==> config.mk <==
export PLATFORM = sky130hd
export DESIGN_NAME = length_prefixed_frame_deframer_flat
export DESIGN_NICKNAME = d
export VERILOG_FILES = /design/src/rtl/ldf_pkg.sv /design/src/rtl/ldf_in_if.sv /design/src/rtl/ldf_out_if.sv /design/src/rtl/length_prefixed_frame_deframer.sv /design/src/flat_wrapper.sv
export VERILOG_INCLUDE_DIRS = /design/src /design/src/rtl
export SDC_FILE = /design/constraint.sdc
export NUM_CORES = 1
export LEC_CHECK = 0
export BUFFER_PORTS_ARGS = -buffer_cell sky130_fd_sc_hd__buf_2
export CAP_MARGIN = 25
export CORE_UTILIZATION = 40
export DETAILED_ROUTE_END_ITERATION = 8
export SLEW_MARGIN = 20
export SYNTH_ARGS = -nofsm -noshare
export SYNTH_HDL_FRONTEND = slang
export SYNTH_SLANG_ARGS = --single-unit
export TNS_END_PERCENT = 30
==> constraint.sdc <==
create_clock -name clk -period 6.65 [get_ports clk]
set_input_delay 0.665 -clock clk [delete_from_list [all_inputs] [get_ports clk]]
set_output_delay 0.665 -clock clk [all_outputs]
set_load 0.01 [all_outputs]
==> src/rtl/assert_macros.svh <==
// Assertion helpers; the enclosing module provides clk and rst_n.
`ifndef ASSERT_MACROS_SVH
`define ASSERT_MACROS_SVH

// Same-cycle implication.
`define ASSERT_IMPLIES(lbl, ante, cons) \
    lbl: assert property (@(posedge clk) disable iff (!rst_n) (ante) |-> (cons)) \
        else $error("assertion failed: implication");

// Implication checked in the following cycle.
`define ASSERT_NEXT(lbl, ante, cons) \
    lbl: assert property (@(posedge clk) disable iff (!rst_n) (ante) |=> (cons)) \
        else $error("assertion failed: next-cycle implication");

`endif

==> src/rtl/ldf_pkg.sv <==
package ldf_pkg;

    localparam int unsigned HEADER_BYTES = 8;
    localparam logic [31:0] MAX_PAYLOAD_LIMIT = 32'd32768;
    localparam logic [15:0] MAX_PAYLOAD_RESET = 16'd32768;

    localparam int unsigned CFG_DATA_W = 64;

    localparam logic [1:0] CFG_ACCEPT_MASK = 2'd0;
    localparam logic [1:0] CFG_PING_TYPE   = 2'd1;
    localparam logic [1:0] CFG_MAX_PAYLOAD = 2'd2;

    localparam logic KIND_DATA = 1'b0;
    localparam logic KIND_PONG = 1'b1;

    typedef logic [7:0] byte_t;

    typedef struct packed {
        logic [7:0] rx_byte;
        logic       abort;
    } in_item_t;

    typedef struct packed {
        logic        kind;
        logic [7:0]  frame_type;
        logic [7:0]  frame_flags;
        logic [15:0] sequence_res;
        logic [7:0]  data_byte;
        logic        last;
    } out_item_t;

endpackage

==> src/rtl/ldf_in_if.sv <==
interface ldf_in_if;
    import ldf_pkg::*;

    logic     valid;
    logic     ready;
    in_item_t data;

    modport source (output valid, output data, input ready);
    modport sink (input valid, input data, output ready);
endinterface

==> src/rtl/ldf_out_if.sv <==
interface ldf_out_if;
    import ldf_pkg::*;

    logic      valid;
    logic      ready;
    out_item_t data;

    modport source (output valid, output data, input ready);
    modport sink (input valid, input data, output ready);
endinterface

==> src/rtl/length_prefixed_frame_deframer.sv <==
// Channel  Dir  Payload                                                    Handshake
// item     in   rx_byte[7:0], abort                                        valid/ready
// result   out  kind, frame_type, frame_flags, sequence_res, data_byte, last  valid/ready
// cfg      in   cfg_index[1:0], cfg_data[63:0]                             cfg_we, no wait
//
// One byte per cycle unless a result is held; bytes pass input reg, then result reg.
// The input register feeds one pass of parse logic that updates the header window
// and loads the result register; bytes that give no result still take one pass.
// A held result stalls the parse stage; an empty input register still takes one byte.
// Reset clears parser state and loads register defaults (max_payload = 32768).
`include "assert_macros.svh"

module length_prefixed_frame_deframer (
    input  logic                          clk,
    input  logic                          rst_n,
    ldf_in_if.sink                        item,
    ldf_out_if.source                     result,
    input  logic                          cfg_we,
    input  logic [1:0]                    cfg_index,
    input  logic [ldf_pkg::CFG_DATA_W-1:0] cfg_data
);
    import ldf_pkg::*;

    // configuration
    logic [63:0] accept_mask_reg;
    logic [7:0]  ping_type_reg;
    logic [15:0] max_payload_reg;

    // input stage
    logic     in_valid_reg;
    in_item_t in_data_reg;

    // parser state
    byte_t       window_reg [HEADER_BYTES];
    byte_t       window_next [HEADER_BYTES];
    logic [3:0]  header_count_reg, header_count_next;
    logic        in_payload_reg, in_payload_next;
    logic [15:0] bytes_left_reg, bytes_left_next;

    // result stage
    logic      out_valid_reg;
    out_item_t out_data_reg;
    logic      res_valid;
    out_item_t res_data;

    logic        advance;
    byte_t       win_wr [HEADER_BYTES];
    logic [2:0]  hdr_idx;
    logic        hdr_full;
    logic [31:0] len;
    logic [31:0] eff_limit;
    logic        oversize;
    byte_t       ftype;
    logic        is_ping;
    logic        type_ok;
    logic        final_byte;

    assign advance    = in_valid_reg && (!out_valid_reg || result.ready);
    assign item.ready = !in_valid_reg || advance;

    assign result.valid = out_valid_reg;
    assign result.data  = out_data_reg;

    always_ff @(posedge clk or negedge rst_n)
    begin
        if (!rst_n)
        begin
            accept_mask_reg <= '0;
            ping_type_reg   <= '0;
            max_payload_reg <= MAX_PAYLOAD_RESET;
        end
        else if (cfg_we)
        begin
            case (cfg_index)
                CFG_ACCEPT_MASK: accept_mask_reg <= cfg_data[63:0];
                CFG_PING_TYPE:   ping_type_reg   <= cfg_data[7:0];
                CFG_MAX_PAYLOAD: max_payload_reg <= cfg_data[15:0];
                default:         ;
            endcase
        end
    end

    always_comb
    begin
        hdr_idx = (header_count_reg >= 4'(HEADER_BYTES)) ? 3'd7 : header_count_reg[2:0];
        hdr_full = (hdr_idx == 3'd7);

        win_wr = window_reg;
        if (!in_payload_reg)
        begin
            win_wr[hdr_idx] = in_data_reg.rx_byte;
        end

        len = {win_wr[7], win_wr[6], win_wr[5], win_wr[4]};
        eff_limit = ({16'd0, max_payload_reg} > MAX_PAYLOAD_LIMIT) ?
                    MAX_PAYLOAD_LIMIT : {16'd0, max_payload_reg};
        oversize = (len > eff_limit);

        ftype      = win_wr[0];
        is_ping    = (ftype == ping_type_reg);
        type_ok    = (ftype[7:6] == 2'b00) && accept_mask_reg[ftype[5:0]];
        final_byte = (bytes_left_reg <= 16'd1);

        window_next       = window_reg;
        header_count_next = header_count_reg;
        in_payload_next   = in_payload_reg;
        bytes_left_next   = bytes_left_reg;
        res_valid         = 1'b0;

        res_data.kind         = KIND_DATA;
        res_data.frame_type   = win_wr[0];
        res_data.frame_flags  = win_wr[1];
        res_data.sequence_res = {win_wr[3], win_wr[2]};
        res_data.data_byte    = in_data_reg.rx_byte;
        res_data.last         = final_byte;

        if (in_data_reg.abort)
        begin
            for (int i = 0; i < HEADER_BYTES; i++)
            begin
                window_next[i] = '0;
            end
            header_count_next = '0;
            in_payload_next   = 1'b0;
            bytes_left_next   = '0;
        end
        else if (in_payload_reg)
        begin
            if (final_byte)
            begin
                bytes_left_next   = '0;
                in_payload_next   = 1'b0;
                header_count_next = '0;
            end
            else
            begin
                bytes_left_next = bytes_left_reg - 16'd1;
            end
            // ping payload is swallowed; the pong goes out with the final byte
            if (is_ping)
            begin
                res_valid = final_byte;
                res_data.kind = KIND_PONG;
                res_data.data_byte = '0;
                res_data.last = 1'b0;
            end
            else
            begin
                res_valid = type_ok;
            end
        end
        else
        begin
            window_next = win_wr;
            header_count_next = {1'b0, hdr_idx} + 4'd1;
            if (hdr_full)
            begin
                if (oversize)
                begin
                    // drop the oldest byte and slide the window to resync
                    for (int i = 0; i < HEADER_BYTES - 1; i++)
                    begin
                        window_next[i] = win_wr[i + 1];
                    end
                    window_next[HEADER_BYTES - 1] = '0;
                    header_count_next = 4'(HEADER_BYTES - 1);
                end
                else if (len == 32'd0)
                begin
                    header_count_next = '0;
                    res_valid = is_ping;
                    res_data.kind = KIND_PONG;
                    res_data.data_byte = '0;
                    res_data.last = 1'b0;
                end
                else
                begin
                    in_payload_next = 1'b1;
                    bytes_left_next = len[15:0];
                end
            end
        end
    end

    always_ff @(posedge clk or negedge rst_n)
    begin
        if (!rst_n)
        begin
            in_valid_reg <= 1'b0;
        end
        else if (item.valid && item.ready)
        begin
            in_valid_reg <= 1'b1;
        end
        else if (advance)
        begin
            in_valid_reg <= 1'b0;
        end
    end

    always_ff @(posedge clk)
    begin
        if (item.valid && item.ready)
        begin
            in_data_reg <= item.data;
        end
    end

    always_ff @(posedge clk or negedge rst_n)
    begin
        if (!rst_n)
        begin
            for (int i = 0; i < HEADER_BYTES; i++)
            begin
                window_reg[i] <= '0;
            end
            header_count_reg <= '0;
            in_payload_reg   <= 1'b0;
            bytes_left_reg   <= '0;
            out_valid_reg    <= 1'b0;
        end
        else if (advance)
        begin
            window_reg       <= window_next;
            header_count_reg <= header_count_next;
            in_payload_reg   <= in_payload_next;
            bytes_left_reg   <= bytes_left_next;
            out_valid_reg    <= res_valid;
        end
        else if (result.ready)
        begin
            out_valid_reg <= 1'b0;
        end
    end

    always_ff @(posedge clk)
    begin
        if (advance && res_valid)
        begin
            out_data_reg <= res_data;
        end
    end

    `ASSERT_IMPLIES(a_payload_has_bytes, in_payload_reg, bytes_left_reg != 16'd0)
    `ASSERT_IMPLIES(a_payload_full_header, in_payload_reg,
                    header_count_reg == 4'(HEADER_BYTES))
    `ASSERT_IMPLIES(a_count_range, !in_payload_reg,
                    header_count_reg < 4'(HEADER_BYTES))
    `ASSERT_NEXT(a_abort_clears, advance && in_data_reg.abort,
                 !in_payload_reg && header_count_reg == 4'd0 && bytes_left_reg == 16'd0)
    `ASSERT_IMPLIES(a_pong_clean, out_valid_reg && out_data_reg.kind == KIND_PONG,
                    out_data_reg.data_byte == 8'd0 && !out_data_reg.last)

endmodule
==> src/flat_wrapper.sv <==
// flat-port wrapper written by rule: the top's interface ports become plain ports
module length_prefixed_frame_deframer_flat import ldf_pkg::*;
  (clk, rst_n, cfg_we, cfg_index, cfg_data, item_valid, item_data, item_ready, result_valid, result_data, result_ready);
  ldf_in_if item_i ();
  ldf_out_if result_i ();
  input  logic clk;
  input  logic rst_n;
  input  logic cfg_we;
  input  logic [1:0] cfg_index;
  input  logic [ldf_pkg::CFG_DATA_W-1:0] cfg_data;
  input wire logic [$bits(item_i.valid)-1:0] item_valid;
  input wire logic [$bits(item_i.data)-1:0] item_data;
  output wire logic [$bits(item_i.ready)-1:0] item_ready;
  output wire logic [$bits(result_i.valid)-1:0] result_valid;
  output wire logic [$bits(result_i.data)-1:0] result_data;
  input wire logic [$bits(result_i.ready)-1:0] result_ready;
  assign item_i.valid = item_valid;
  assign item_i.data = item_data;
  assign item_ready = item_i.ready;
  assign result_valid = result_i.valid;
  assign result_data = result_i.data;
  assign result_i.ready = result_ready;
  length_prefixed_frame_deframer u_core (.clk(clk), .rst_n(rst_n), .item(item_i), .result(result_i), .cfg_we(cfg_we), .cfg_index(cfg_index), .cfg_data(cfg_data));
endmodule
==> impl_results.md, run 1 <==
- Outcome: finished clean
- Die X-Extent: 173.9 um
- Total grt overflow: 0
- LEAKAGE: 0.006309 uW
- Syn_area_per_cell: 10.23 um^2
- Crit Path Max Fanout: 30
- Final nets: 1355
- Clock Sinks: 226
- Pins over their slew limit: 0
- Hold-fix buffers, CTS: 0
- Synth Net Count: 1256
- Inserted Clock Buffers: 26
- Max IR drop VDD: 0.2221 mV
- Initial antenna violation count: 0
- R2R Setup Slk: 1.77 ns
- Pre-antenna DRT Iters: 7
- Core ar.: 28860 um^2
- Final hold vios: 0
- Die area: 30250 um^2
- Commonest non-fill, non-tap cell in the layout: dfrtp_1
- FFs w/ async S/R, synth: 0.7743
- Most frequent cells in the layout: dfrtp_1, nand2_1, buf_2
- CTS root buf: clkbuf_16
- Crit. End Element: register
- Tcrit/Tclk final: 0.7333
- GPL Wtd Cong: 0.9399
- Layout cells sized above 1: 0.2473
- Skew-Pair Late Insertion Delay: 0.53 ns
- RSZ-0062 raised after global routing: false
- Fmax: 205.1 MHz
- Crit-path slowest cell: o21ai_0
- N_diodes: 0
- Detailed Route WL: 33990 um
- CP Cell Sequence: nor2b_1 > nand3_1 > o21ai_0 > ha_1 > nand4_1 > nor4_1 > nor3_1 > o31a_1 > or3_1 > nor3_1 > o21ai_1 > nor2_4 > buf_12
- Mapped Area: 11820 um^2
- Pre-CTS setup slack: 1.906 ns
- Drc violations: 0
- Setup CP Type: register to register
- Total negative setup slack: 0 ns
- GRT Util Overall: 0.2244
- Seq/Total Area, Yosys: 0.5001
- Worst min-delay path class: primary input to asynchronous set/reset pin
- Synth area leader: dfrtp_1
- Type of element launching the critical path: register
- Final Setup Violations: 0
- Final non-filler cell total: 1658
- Top post-synthesis cells by area: dfrtp_1, edfxtp_1, mux2_2
- Max H-tree Level: 1
- PnR worst setup slack: 1.774 ns
- Post-CTS Resized: 0
- Synth Flop Type: dfrtp_1
- Area growth syn-to-layout: 16.30%
- Most frequent CP cell: nor3_1
- TritonCTS clock tree: built
- Post-Syn Instances: 1156
- Deepest clock path buffer count: 3
- Tmin final: 4.876 ns
- Post-DP HPWL: 23870 um
- YS warnings: 0
- I/O pin count: 124
- Distinct cells, synth: 71
- Largest net degree at the start of global routing: 68
- Critical path data arrival time: 5.10 ns
- Crit path largest cell delay: 0.88 ns
- Cells after DPL: 1609
- Port buffer count: 123
- Antenna Violating Nets Remaining: 0
- Skew final: 0.009499 ns
- Routed vias: 9637
- Starting Density: 0.4097
- Worst-margin pin slew: 0.9217 ns
- Post-synth EDFFs: 51
- Rel. slew slack: 0.3834
- Pwr/cell area: 293.2 nW/um^2
- DR WL/cell: 20.50 um
- DRT iter0 DRCs: 1030
- Post-CTS setup buffer count: 0
- Register bit count reported by yosys: 226
- First-pass GRT wire length: 53480 um
- Number of global-route vias before repair: 9304
- Detailed-route vias per instance: 5.812
- Area share of the largest cell type after synthesis: 0.3683
- WP data required: 6.88 ns
- Max-cap violations: 0
- Height of the die: 173.9 um
- Row cnt: 62
- Clk slew on worst S/H paths: 0.06 ns
report_power, final:
part	total, uW	internal (uW)	leakage, uW	switching (uW)
clock	1510	932	0.000449	575
combinational	825	337	0.00315	489
sequential	1700	1570	0.00271	128
layout make-up:
type,instances,area (um^2)
fill,2719,15110
sequential,226,5912
multi-input combinational,793,5406
timing repair buffer,145,803.3
clock buffer,37,784.5
tap,384,480.5
inverter,63,236.5
clock inverter,10,126.4
critical path: cells and delay by family, from the launching register on:
family | cells | cell delay [ns]
simple gates | 8 | 2.39
compound gates | 3 | 1.16
flops | 1 | 0.45
fa+ha+maj | 1 | 0.26
buf+inv | 1 | 0.26
per-layer routing:
layer,routed length (um),GRT usage,vias up,share of wire
li1,-,-,4426,-
met1,15490,0.3282,4717,0.46
met2,14910,0.3385,419,0.44
met3,2467,0.03696,75,0.073
met4,1119,0.07091,0,0.033
met5,0,0,-,0
worst paths after layout:
kind | depth (start not counted) | end | from
setup reg to reg | 13 | u_core.result.data[22]$_DFFE_PP_ | u_core.header_count_reg[2]$_DFFE_PN0P_
hold reg to reg | 2 | u_core.window_reg[36]$_DFFE_PN0P_ | u_core.window_reg[36]$_DFFE_PN0P_
min in group clk | 1 | u_core.in_data_reg[1]$_DFFE_PP_ | item_data[1]
max in group asynchronous | 2 | u_core.bytes_left_reg[8]$_DFFE_PN0P_ | rst_n
setup / recovery | 13 | u_core.result.data[22]$_DFFE_PP_ | u_core.header_count_reg[2]$_DFFE_PN0P_
hold / removal | 1 | u_core.window_reg[49]$_DFFE_PN0P_ | rst_n
metrics by stage:
step,utilization,power [uW],hold slack [ns],instance area (um^2)
final,0.4765,4031,0.1129,13750
after global routing,0.4765,4214,0.1477,13750
after CTS,0.4758,4045,0.1341,13730
after detailed placement,0.4442,2534,0.4781,12820
after global placement,0.4435,2524,0.4711,12800
after floorplan,-,2247,0.3694,11820
Yosys cell counts (all sizes together) (3+ instances only):
master,instances
dfrtp,174
nand2,165
mux2,94
o21ai,67
nor2,63
inv,60
clkbuf,55
a21oi,54
edfxtp,51
mux2i,42
a32o,33
nor3,29
nand3,24
ha,20
buf,19
nor4,19
nand2b,16
o211ai,13
a211oi,12
nand4,12
a31oi,11
a22oi,10
a22o,9
nor2b,9
and2,7
o41ai,7
a311oi,5
and3,5
o22ai,5
a211o,4
a221oi,4
a32oi,4
o31ai,4
or3,4
or4,4
a21boi,3
clkinv,3
nand3b,3
nor3b,3
o221ai,3
o31a,3
or2,3
kinds of logic (layout without fill, tap and decap cells):
group	Yosys count	count (layout)	share of synthesized area
multiplexers	138	138	0.1292
flip-flops	226	226	0.5001
adder cells (fa/ha/maj)	20	20	0.02117
AND/OR/NAND/NOR	367	367	0.1463
AO/OA/AOI/OAI	264	264	0.1553
XOR/XNOR	4	4	0.002964
buffers and inverters	137	255	0.04508
(Power assumes the default switching activity.)
==> inputs of run 2 (changes only) <==
==> constraint.sdc (replaced) <==
create_clock -name clk -period 4.2 [get_ports clk]
set_input_delay 0.42 -clock clk [delete_from_list [all_inputs] [get_ports clk]]
set_output_delay 0.42 -clock clk [all_outputs]
set_load 0.01 [all_outputs]
==> run 2 against run 1 <==
Cell count up 2.7%. Sequential power up 56%. Clock skew up 0.022 ns. Maximum frequency up 27%. Worst hold slack worse by 0.064 ns.
==> impl_results.md, run 2 (same netlist as run 1, synthesis figures left out) <==
- Outcome: finished clean (unchanged)
- Clk slew on worst S/H paths: 0.06 ns (about the same)
- Setup CP Type: register to register (unchanged)
- Total grt overflow: 0 (unchanged)
- Tcrit/Tclk final: 0.9147 (was 0.7333)
- Fill cells: 2740 (was 2719)
- Total negative setup slack: 0 ns (unchanged)
- Worst min-delay path class: primary input to register (was primary input to asynchronous set/reset pin)
- Antenna Violating Nets Remaining: 0 (unchanged)
- DRT iter0 DRCs: 1034 (was 1030)
- Row cnt: 62 (unchanged)
- GPL Wtd Cong: 0.8958 (was 0.9399)
- Skew final: 0.03108 ns (was 0.009499 ns)
- GRT Util Overall: 0.2241 (was 0.2244)
- Drc violations: 0 (unchanged)
- Final hold vios: 0 (unchanged)
- Max IR drop VDD: 0.3030 mV (was 0.2221 mV)
- Deepest clock path buffer count: 3 (unchanged)
- Inserted Clock Buffers: 26 (unchanged)
- Port buffer count: 123 (unchanged)
- Number of global-route vias before repair: 9366 (was 9304)
- Switching fraction of total power: 0.3033 (was 0.2956)
- N_diodes: 0 (unchanged)
- Clock Sinks: 226 (unchanged)
- Max-cap violations: 0 (unchanged)
- Gr busiest metal: met2 (unchanged)
- Commonest non-fill, non-tap cell in the layout: dfrtp_1 (unchanged)
- Pwr/cell area: 448.9 nW/um^2 (was 293.2 nW/um^2)
- CTS root buf: clkbuf_16 (unchanged)
- Reg power frac: 0.421 (about the same)
- Die X-Extent: 173.9 um (unchanged)
- Crit Path Max Fanout: 42 (was 30)
- Skew-Pair Late Insertion Delay: 0.55 ns (was 0.53 ns)
- Worst-margin pin slew: 0.8329 ns (was 0.9217 ns)
- Crit. End Element: register (unchanged)
- Critical path origin: u_core.header_count_reg[3]$_DFFE_PN0P_ (was u_core.header_count_reg[2]$_DFFE_PN0P_)
- Height of the die: 173.9 um (unchanged)
- Detailed-route vias per instance: 5.692 (was 5.812)
- Type of element launching the critical path: register (unchanged)
- Pint: 4408 uW (was 2839 uW)
- Hold path start: item_data[4]
- First-pass GRT wire length: 53430 um (was 53480 um)
- Met2 Use GR: 0.3427 (was 0.3385)
- Clock power frac: 0.360 (was 0.374)
- Fmax: 260.3 MHz (was 205.1 MHz)
- Critical path data arrival time: 4.06 ns (was 5.10 ns)
- Post-DP HPWL: 24190 um (was 23870 um)
- Layout cells sized above 1: 0.2724 (was 0.2473)
- Tmin final: 3.842 ns (was 4.876 ns)
- Final nets: 1398 (was 1355)
- Pre-antenna DRT Iters: 6 (was 7)
- Starting Density: 0.4097 (unchanged)
- Max H-tree Level: 1 (unchanged)
- Largest net degree at the start of global routing: 72 (was 68)
- Logic pwr share: 0.218 (was 0.205)
- Final Util: 0.4885 (was 0.4765)
- Initial antenna violation count: 0 (unchanged)
- Rel. slew slack: 0.4448 (was 0.3834)
- Final Setup Violations: 0 (unchanged)
- RSZ-0062 raised after global routing: false (unchanged)
- Routed vias: 9687 (was 9637)
- TritonCTS clock tree: built (unchanged)
- Core ar.: 28860 um^2 (unchanged)
- Reg-to-Reg Start: u_core.header_count_reg[3]$_DFFE_PN0P_ (was u_core.header_count_reg[2]$_DFFE_PN0P_)
- Routing usage on met3: 0.03696 (unchanged)
- Area growth syn-to-layout: 19.23% (was 16.30%)
- Routing usage on met1: 0.3280 (was 0.3282)
- Die area: 30250 um^2 (unchanged)
- Most frequent cells in the layout: dfrtp_1, nand2_1, buf_2 (unchanged)
- I/O pin count: 124 (unchanged)
- Detailed Route WL: 33970 um (was 33990 um)
- WP data required: 4.42 ns (was 6.88 ns)
- Pins over their slew limit: 0 (unchanged)
- LEAKAGE: 0.006493 uW (was 0.006309 uW)
- NetSw: 1919 uW (was 1192 uW)
- DR WL/cell: 19.96 um (was 20.50 um)
## run 2: what timing repair did
item,in CTS,in global routing
resized for setup,0,4
endpoints found under the hold margin,68,0
setup endpoints to repair,0,56
setup buffers,0,1
hold buffers,1,0
## run 2: power by group through the flow
stage | combinational [uW] | clock [uW] | sequential (uW)
final | 1380 | 2280 | 2660
after CTS | 1360 | 2330 | 2660
after global placement | 1340 | 0 | 2690
after global routing | 1510 | 2420 | 2690
after floorplan | 928 | 0 | 2630
after detailed placement | 1350 | 0 | 2700
## run 2: per-stage QoR
step	power [uW]	instance area [um^2]	std cells	worst slack (ns)	hold slack, ns
2_1_floorplan	3557	11830	1156	0.05470	0.1244
3_5_place_dp	4055	13170	1652	0.2022	0.4736
3_3_place_gp	4032	13170	1652	0.3278	0.4686
5_1_grt	6625	14100	1702	0.02508	0.03171
4_1_cts	6356	14060	1701	0.1654	0.03232
6_report	6327	14100	1702	0.3584	0.04942
## run 2: cell type report
type | instances | area, um^2 | share of cell area
clock buffer | 35 | 724.4 | 0.05139
clock inverter | 13 | 150.1 | 0.01065
inverter | 63 | 236.5 | 0.01678
multi-input combinational | 793 | 5416 | 0.3843
sequential | 226 | 5913 | 0.4195
tap | 384 | 480.5 | 0.03408
timing repair buffer | 188 | 1175 | 0.08335
## run 2: critical path: stages (launching register included)
cell,delay [ns]
dfrtp_2,0.48
nor3_4,0.29
nand2_1,0.09
buf_4,0.20
mux2i_1,0.26
inv_1,0.11
ha_1,0.32
nand4_1,0.15
nor4_2,0.28
nor3_1,0.08
o31a_1,0.13
or3_1,0.37
nor3_1,0.19
o21ai_1,0.15
nor2_4,0.14
buf_12,0.23
## run 2: layer usage
metal	vias up	part of all wire
met5	-	0
met4	0	0.025
met3	64	0.071
met2	414	0.44
met1	4702	0.46
li1	4507	-
## run 2: path summary, 6_finish.rpt
path	slack, ns	end	cells after the start
worst max-delay path	0.36	u_core.result.data[14]$_DFFE_PP_	15
worst min register to register	0.48	u_core.window_reg[36]$_DFFE_PN0P_	2
worst min-delay path	0.05	u_core.in_data_reg[4]$_DFFE_PP_	1
max in group asynchronous	2.77	u_core.max_payload_reg[15]$_DFFE_PN1P_	3
worst max register to register	0.36	u_core.result.data[14]$_DFFE_PP_	15
min in group asynchronous	0.47	u_core.window_reg[1]$_DFFE_PN0P_	2
==> inputs of run 3 (changes only) <==
--- a/config.mk
+++ b/config.mk
@@ -10,6 +10,7 @@
 export CAP_MARGIN = 25
 export CORE_UTILIZATION = 40
 export DETAILED_ROUTE_END_ITERATION = 8
+export PLACE_DENSITY_LB_ADDON = 0.08
 export SLEW_MARGIN = 20
 export SYNTH_ARGS = -nofsm -noshare
 export SYNTH_HDL_FRONTEND = slang
==> run 3 against run 2 <==
Combinational power about the same. Via count up 0.42%. Setup slack worse by 0.061 ns. Critical path depth unchanged. First-iteration DRC count down 30%. Design area up 0.42%. Worst hold slack better by 0.0096 ns. Clock skew down 0.018 ns.
==> impl_results.md, run 3 (same netlist as run 1, synthesis figures left out) <==
- RSZ-0062 raised after global routing: false (unchanged)
- Row cnt: 62 (unchanged)
- Max-cap violations: 0 (unchanged)
- Tmin final: 3.903 ns (was 3.842 ns)
- Overall power: 6438 uW (was 6327 uW)
- Final Setup Violations: 0 (unchanged)
- Worst hold slack: 0.05901 ns (was 0.04942 ns)
- Height of the die: 173.9 um (unchanged)
- CTS root buf: clkbuf_16 (unchanged)
- Total grt overflow: 0 (unchanged)
- Inserted Clock Buffers: 27 (was 26)
- Hold path start: item_data[8] (was item_data[4])
- Skew final: 0.01294 ns (was 0.03108 ns)
- LEAKAGE: 0.006537 uW (was 0.006493 uW)
- Number of global-route vias before repair: 9604 (was 9366)
- Area growth syn-to-layout: 19.73% (was 19.23%)
- Crit Path Max Fanout: 42 (unchanged)
- Final hold vios: 0 (unchanged)
- Detailed-route vias per instance: 5.702 (was 5.692)
- Fmax: 256.2 MHz (was 260.3 MHz)
- Final nets: 1403 (was 1398)
- Most frequent cells in the layout: dfrtp_1, nand2_1, buf_2 (unchanged)
- Routed vias: 9728 (was 9687)
- DRT iter0 DRCs: 725 (was 1034)
- Post-CTS setup buffer count: 0 (unchanged)
- Core ar.: 28860 um^2 (unchanged)
- I/O pin count: 124 (unchanged)
- WP data required: 4.42 ns (about the same)
- Initial antenna violation count: 0 (unchanged)
- Final Util: 0.4905 (was 0.4885)
- Total negative setup slack: 0 ns (unchanged)
- Port buffer count: 123 (unchanged)
- Reg-to-Reg Start: u_core.header_count_reg[0]$_DFFE_PN0P_ (was u_core.header_count_reg[3]$_DFFE_PN0P_)
- Pre-antenna DRT Iters: 7 (was 6)
- Outcome: finished clean (unchanged)
- Tcrit/Tclk final: 0.9293 (was 0.9147)
- Post-DP HPWL: 25760 um (was 24190 um)
- Max H-tree Level: 1 (unchanged)
- Critical path data arrival time: 4.12 ns (was 4.06 ns)
- Clock Sinks: 226 (unchanged)
- Commonest non-fill, non-tap cell in the layout: dfrtp_1 (unchanged)
- Critical path origin: u_core.header_count_reg[0]$_DFFE_PN0P_ (was u_core.header_count_reg[3]$_DFFE_PN0P_)
- Setup CP Type: register to register (unchanged)
- Detailed Route WL: 36250 um (was 33970 um)
- TritonCTS clock tree: built (unchanged)
- Rel. slew slack: 0.4450 (was 0.4448)
- Worst min-delay path class: primary input to register (unchanged)
- N_diodes: 0 (unchanged)
- First-pass GRT wire length: 57040 um (was 53430 um)
- Skew-Pair Late Insertion Delay: 0.54 ns (was 0.55 ns)
- Pwr/cell area: 454.8 nW/um^2 (was 448.9 nW/um^2)
- Pins over their slew limit: 0 (unchanged)
- Starting Density: 0.4097 (unchanged)
- GRT Util Overall: 0.2412 (was 0.2241)
- Deepest clock path buffer count: 3 (unchanged)
- Die area: 30250 um^2 (unchanged)
- Die X-Extent: 173.9 um (unchanged)
- Drc violations: 0 (unchanged)
- Worst-margin pin slew: 0.8300 ns (was 0.8329 ns)
- Crit. End Element: register (unchanged)
- Max IR drop VDD: 0.2815 mV (was 0.3030 mV)
- DR WL/cell: 21.25 um (was 19.96 um)
- Pre-CTS setup slack: 0.2301 ns (was 0.2022 ns)
- Clk slew on worst S/H paths: 0.06 ns (about the same)
- Layout cells sized above 1: 0.2693 (was 0.2724)
- Antenna Violating Nets Remaining: 0 (unchanged)
- Type of element launching the critical path: register (unchanged)
- Largest net degree at the start of global routing: 103 (was 72)
- GPL Wtd Cong: 0.9056 (was 0.8958)
- PnR worst setup slack: 0.2969 ns (was 0.3584 ns)
## run 3: changes by cell type in the layout (fill, tap and decap cells not counted), sizes merged
| cell | delta |
|---|---|
| buf | +4 |
| bufinv | +2 |
| clkbuf | -3 |
| clkinv | +3 |
| clkinvlp | -2 |
## run 3: timing repair
action / CTS / global route
endpoints found under the hold margin: 0 / 27
hold buffers: 0 / 1
setup endpoints to repair: 0 / 71
gates resized for setup: 0 / 2
## run 3: worst paths after layout
check / end / slack (ns) / depth (start not counted)
setup / recovery: u_core.result.data[27]$_DFFE_PP_ / 0.30 / 15
hold / removal: u_core.in_data_reg[8]$_DFFE_PP_ / 0.06 / 1
setup reg to reg: u_core.result.data[27]$_DFFE_PP_ / 0.30 / 15
hold reg to reg: u_core.window_reg[36]$_DFFE_PN0P_ / 0.49 / 2
max in group asynchronous: u_core.accept_mask_reg[20]$_DFFE_PN0P_ / 2.86 / 4
min in group asynchronous: u_core.bytes_left_reg[13]$_DFFE_PN0P_ / 0.34 / 2
## run 3: stage by stage
| step | instances | instance area, um^2 |
|---|---|---|
| final | 1706 | 14150 |
| after global routing | 1706 | 14150 |
| after CTS | 1704 | 14100 |
| after detailed placement | 1656 | 13220 |
| after global placement | 1656 | 13220 |
| after floorplan | 1156 | 11830 |
## run 3: routing by layer
layer	vias to the layer above	wire, um	global-route usage
li1	4518	-	-
met1	4856	16810	0.3527
met2	319	16500	0.3793
met3	35	2362	0.03259
met4	0	574	0.05373
met5	-	0	0
## run 3: final cells by class
cell class	instances	area (um^2)
Clock buffer	32	704.4
Clock inverter	16	183.9
Fill cell	2799	14700
Inverter	63	236.5
Multi-Input combinational cell	793	5413
Sequential cell	226	5912
Tap cell	384	480.5
Timing Repair Buffer	192	1225
## run 3: worst max-delay path, stage by stage (launching register included)
cell and delay (ns):
dfrtp_1 0.54, nand3_1 0.32, buf_4 0.27, nand2_1 0.07, o21ai_0 0.08, buf_4 0.17, ha_1 0.29, nand4_1 0.17
nor4_2 0.36, nor3_1 0.07, o31a_1 0.13, or3_1 0.37, nor3_1 0.18, o21ai_1 0.14, nor2_4 0.13, buf_12 0.22
## run 3: power breakdown
part           total [uW]  leakage, uW  switching [uW]  internal [uW]
Clock                2370     0.000435             935           1440
Sequential           2670      0.00271             187           2490
Combinational        1390      0.00339             812            580
Total                6440      0.00654            1930           4500
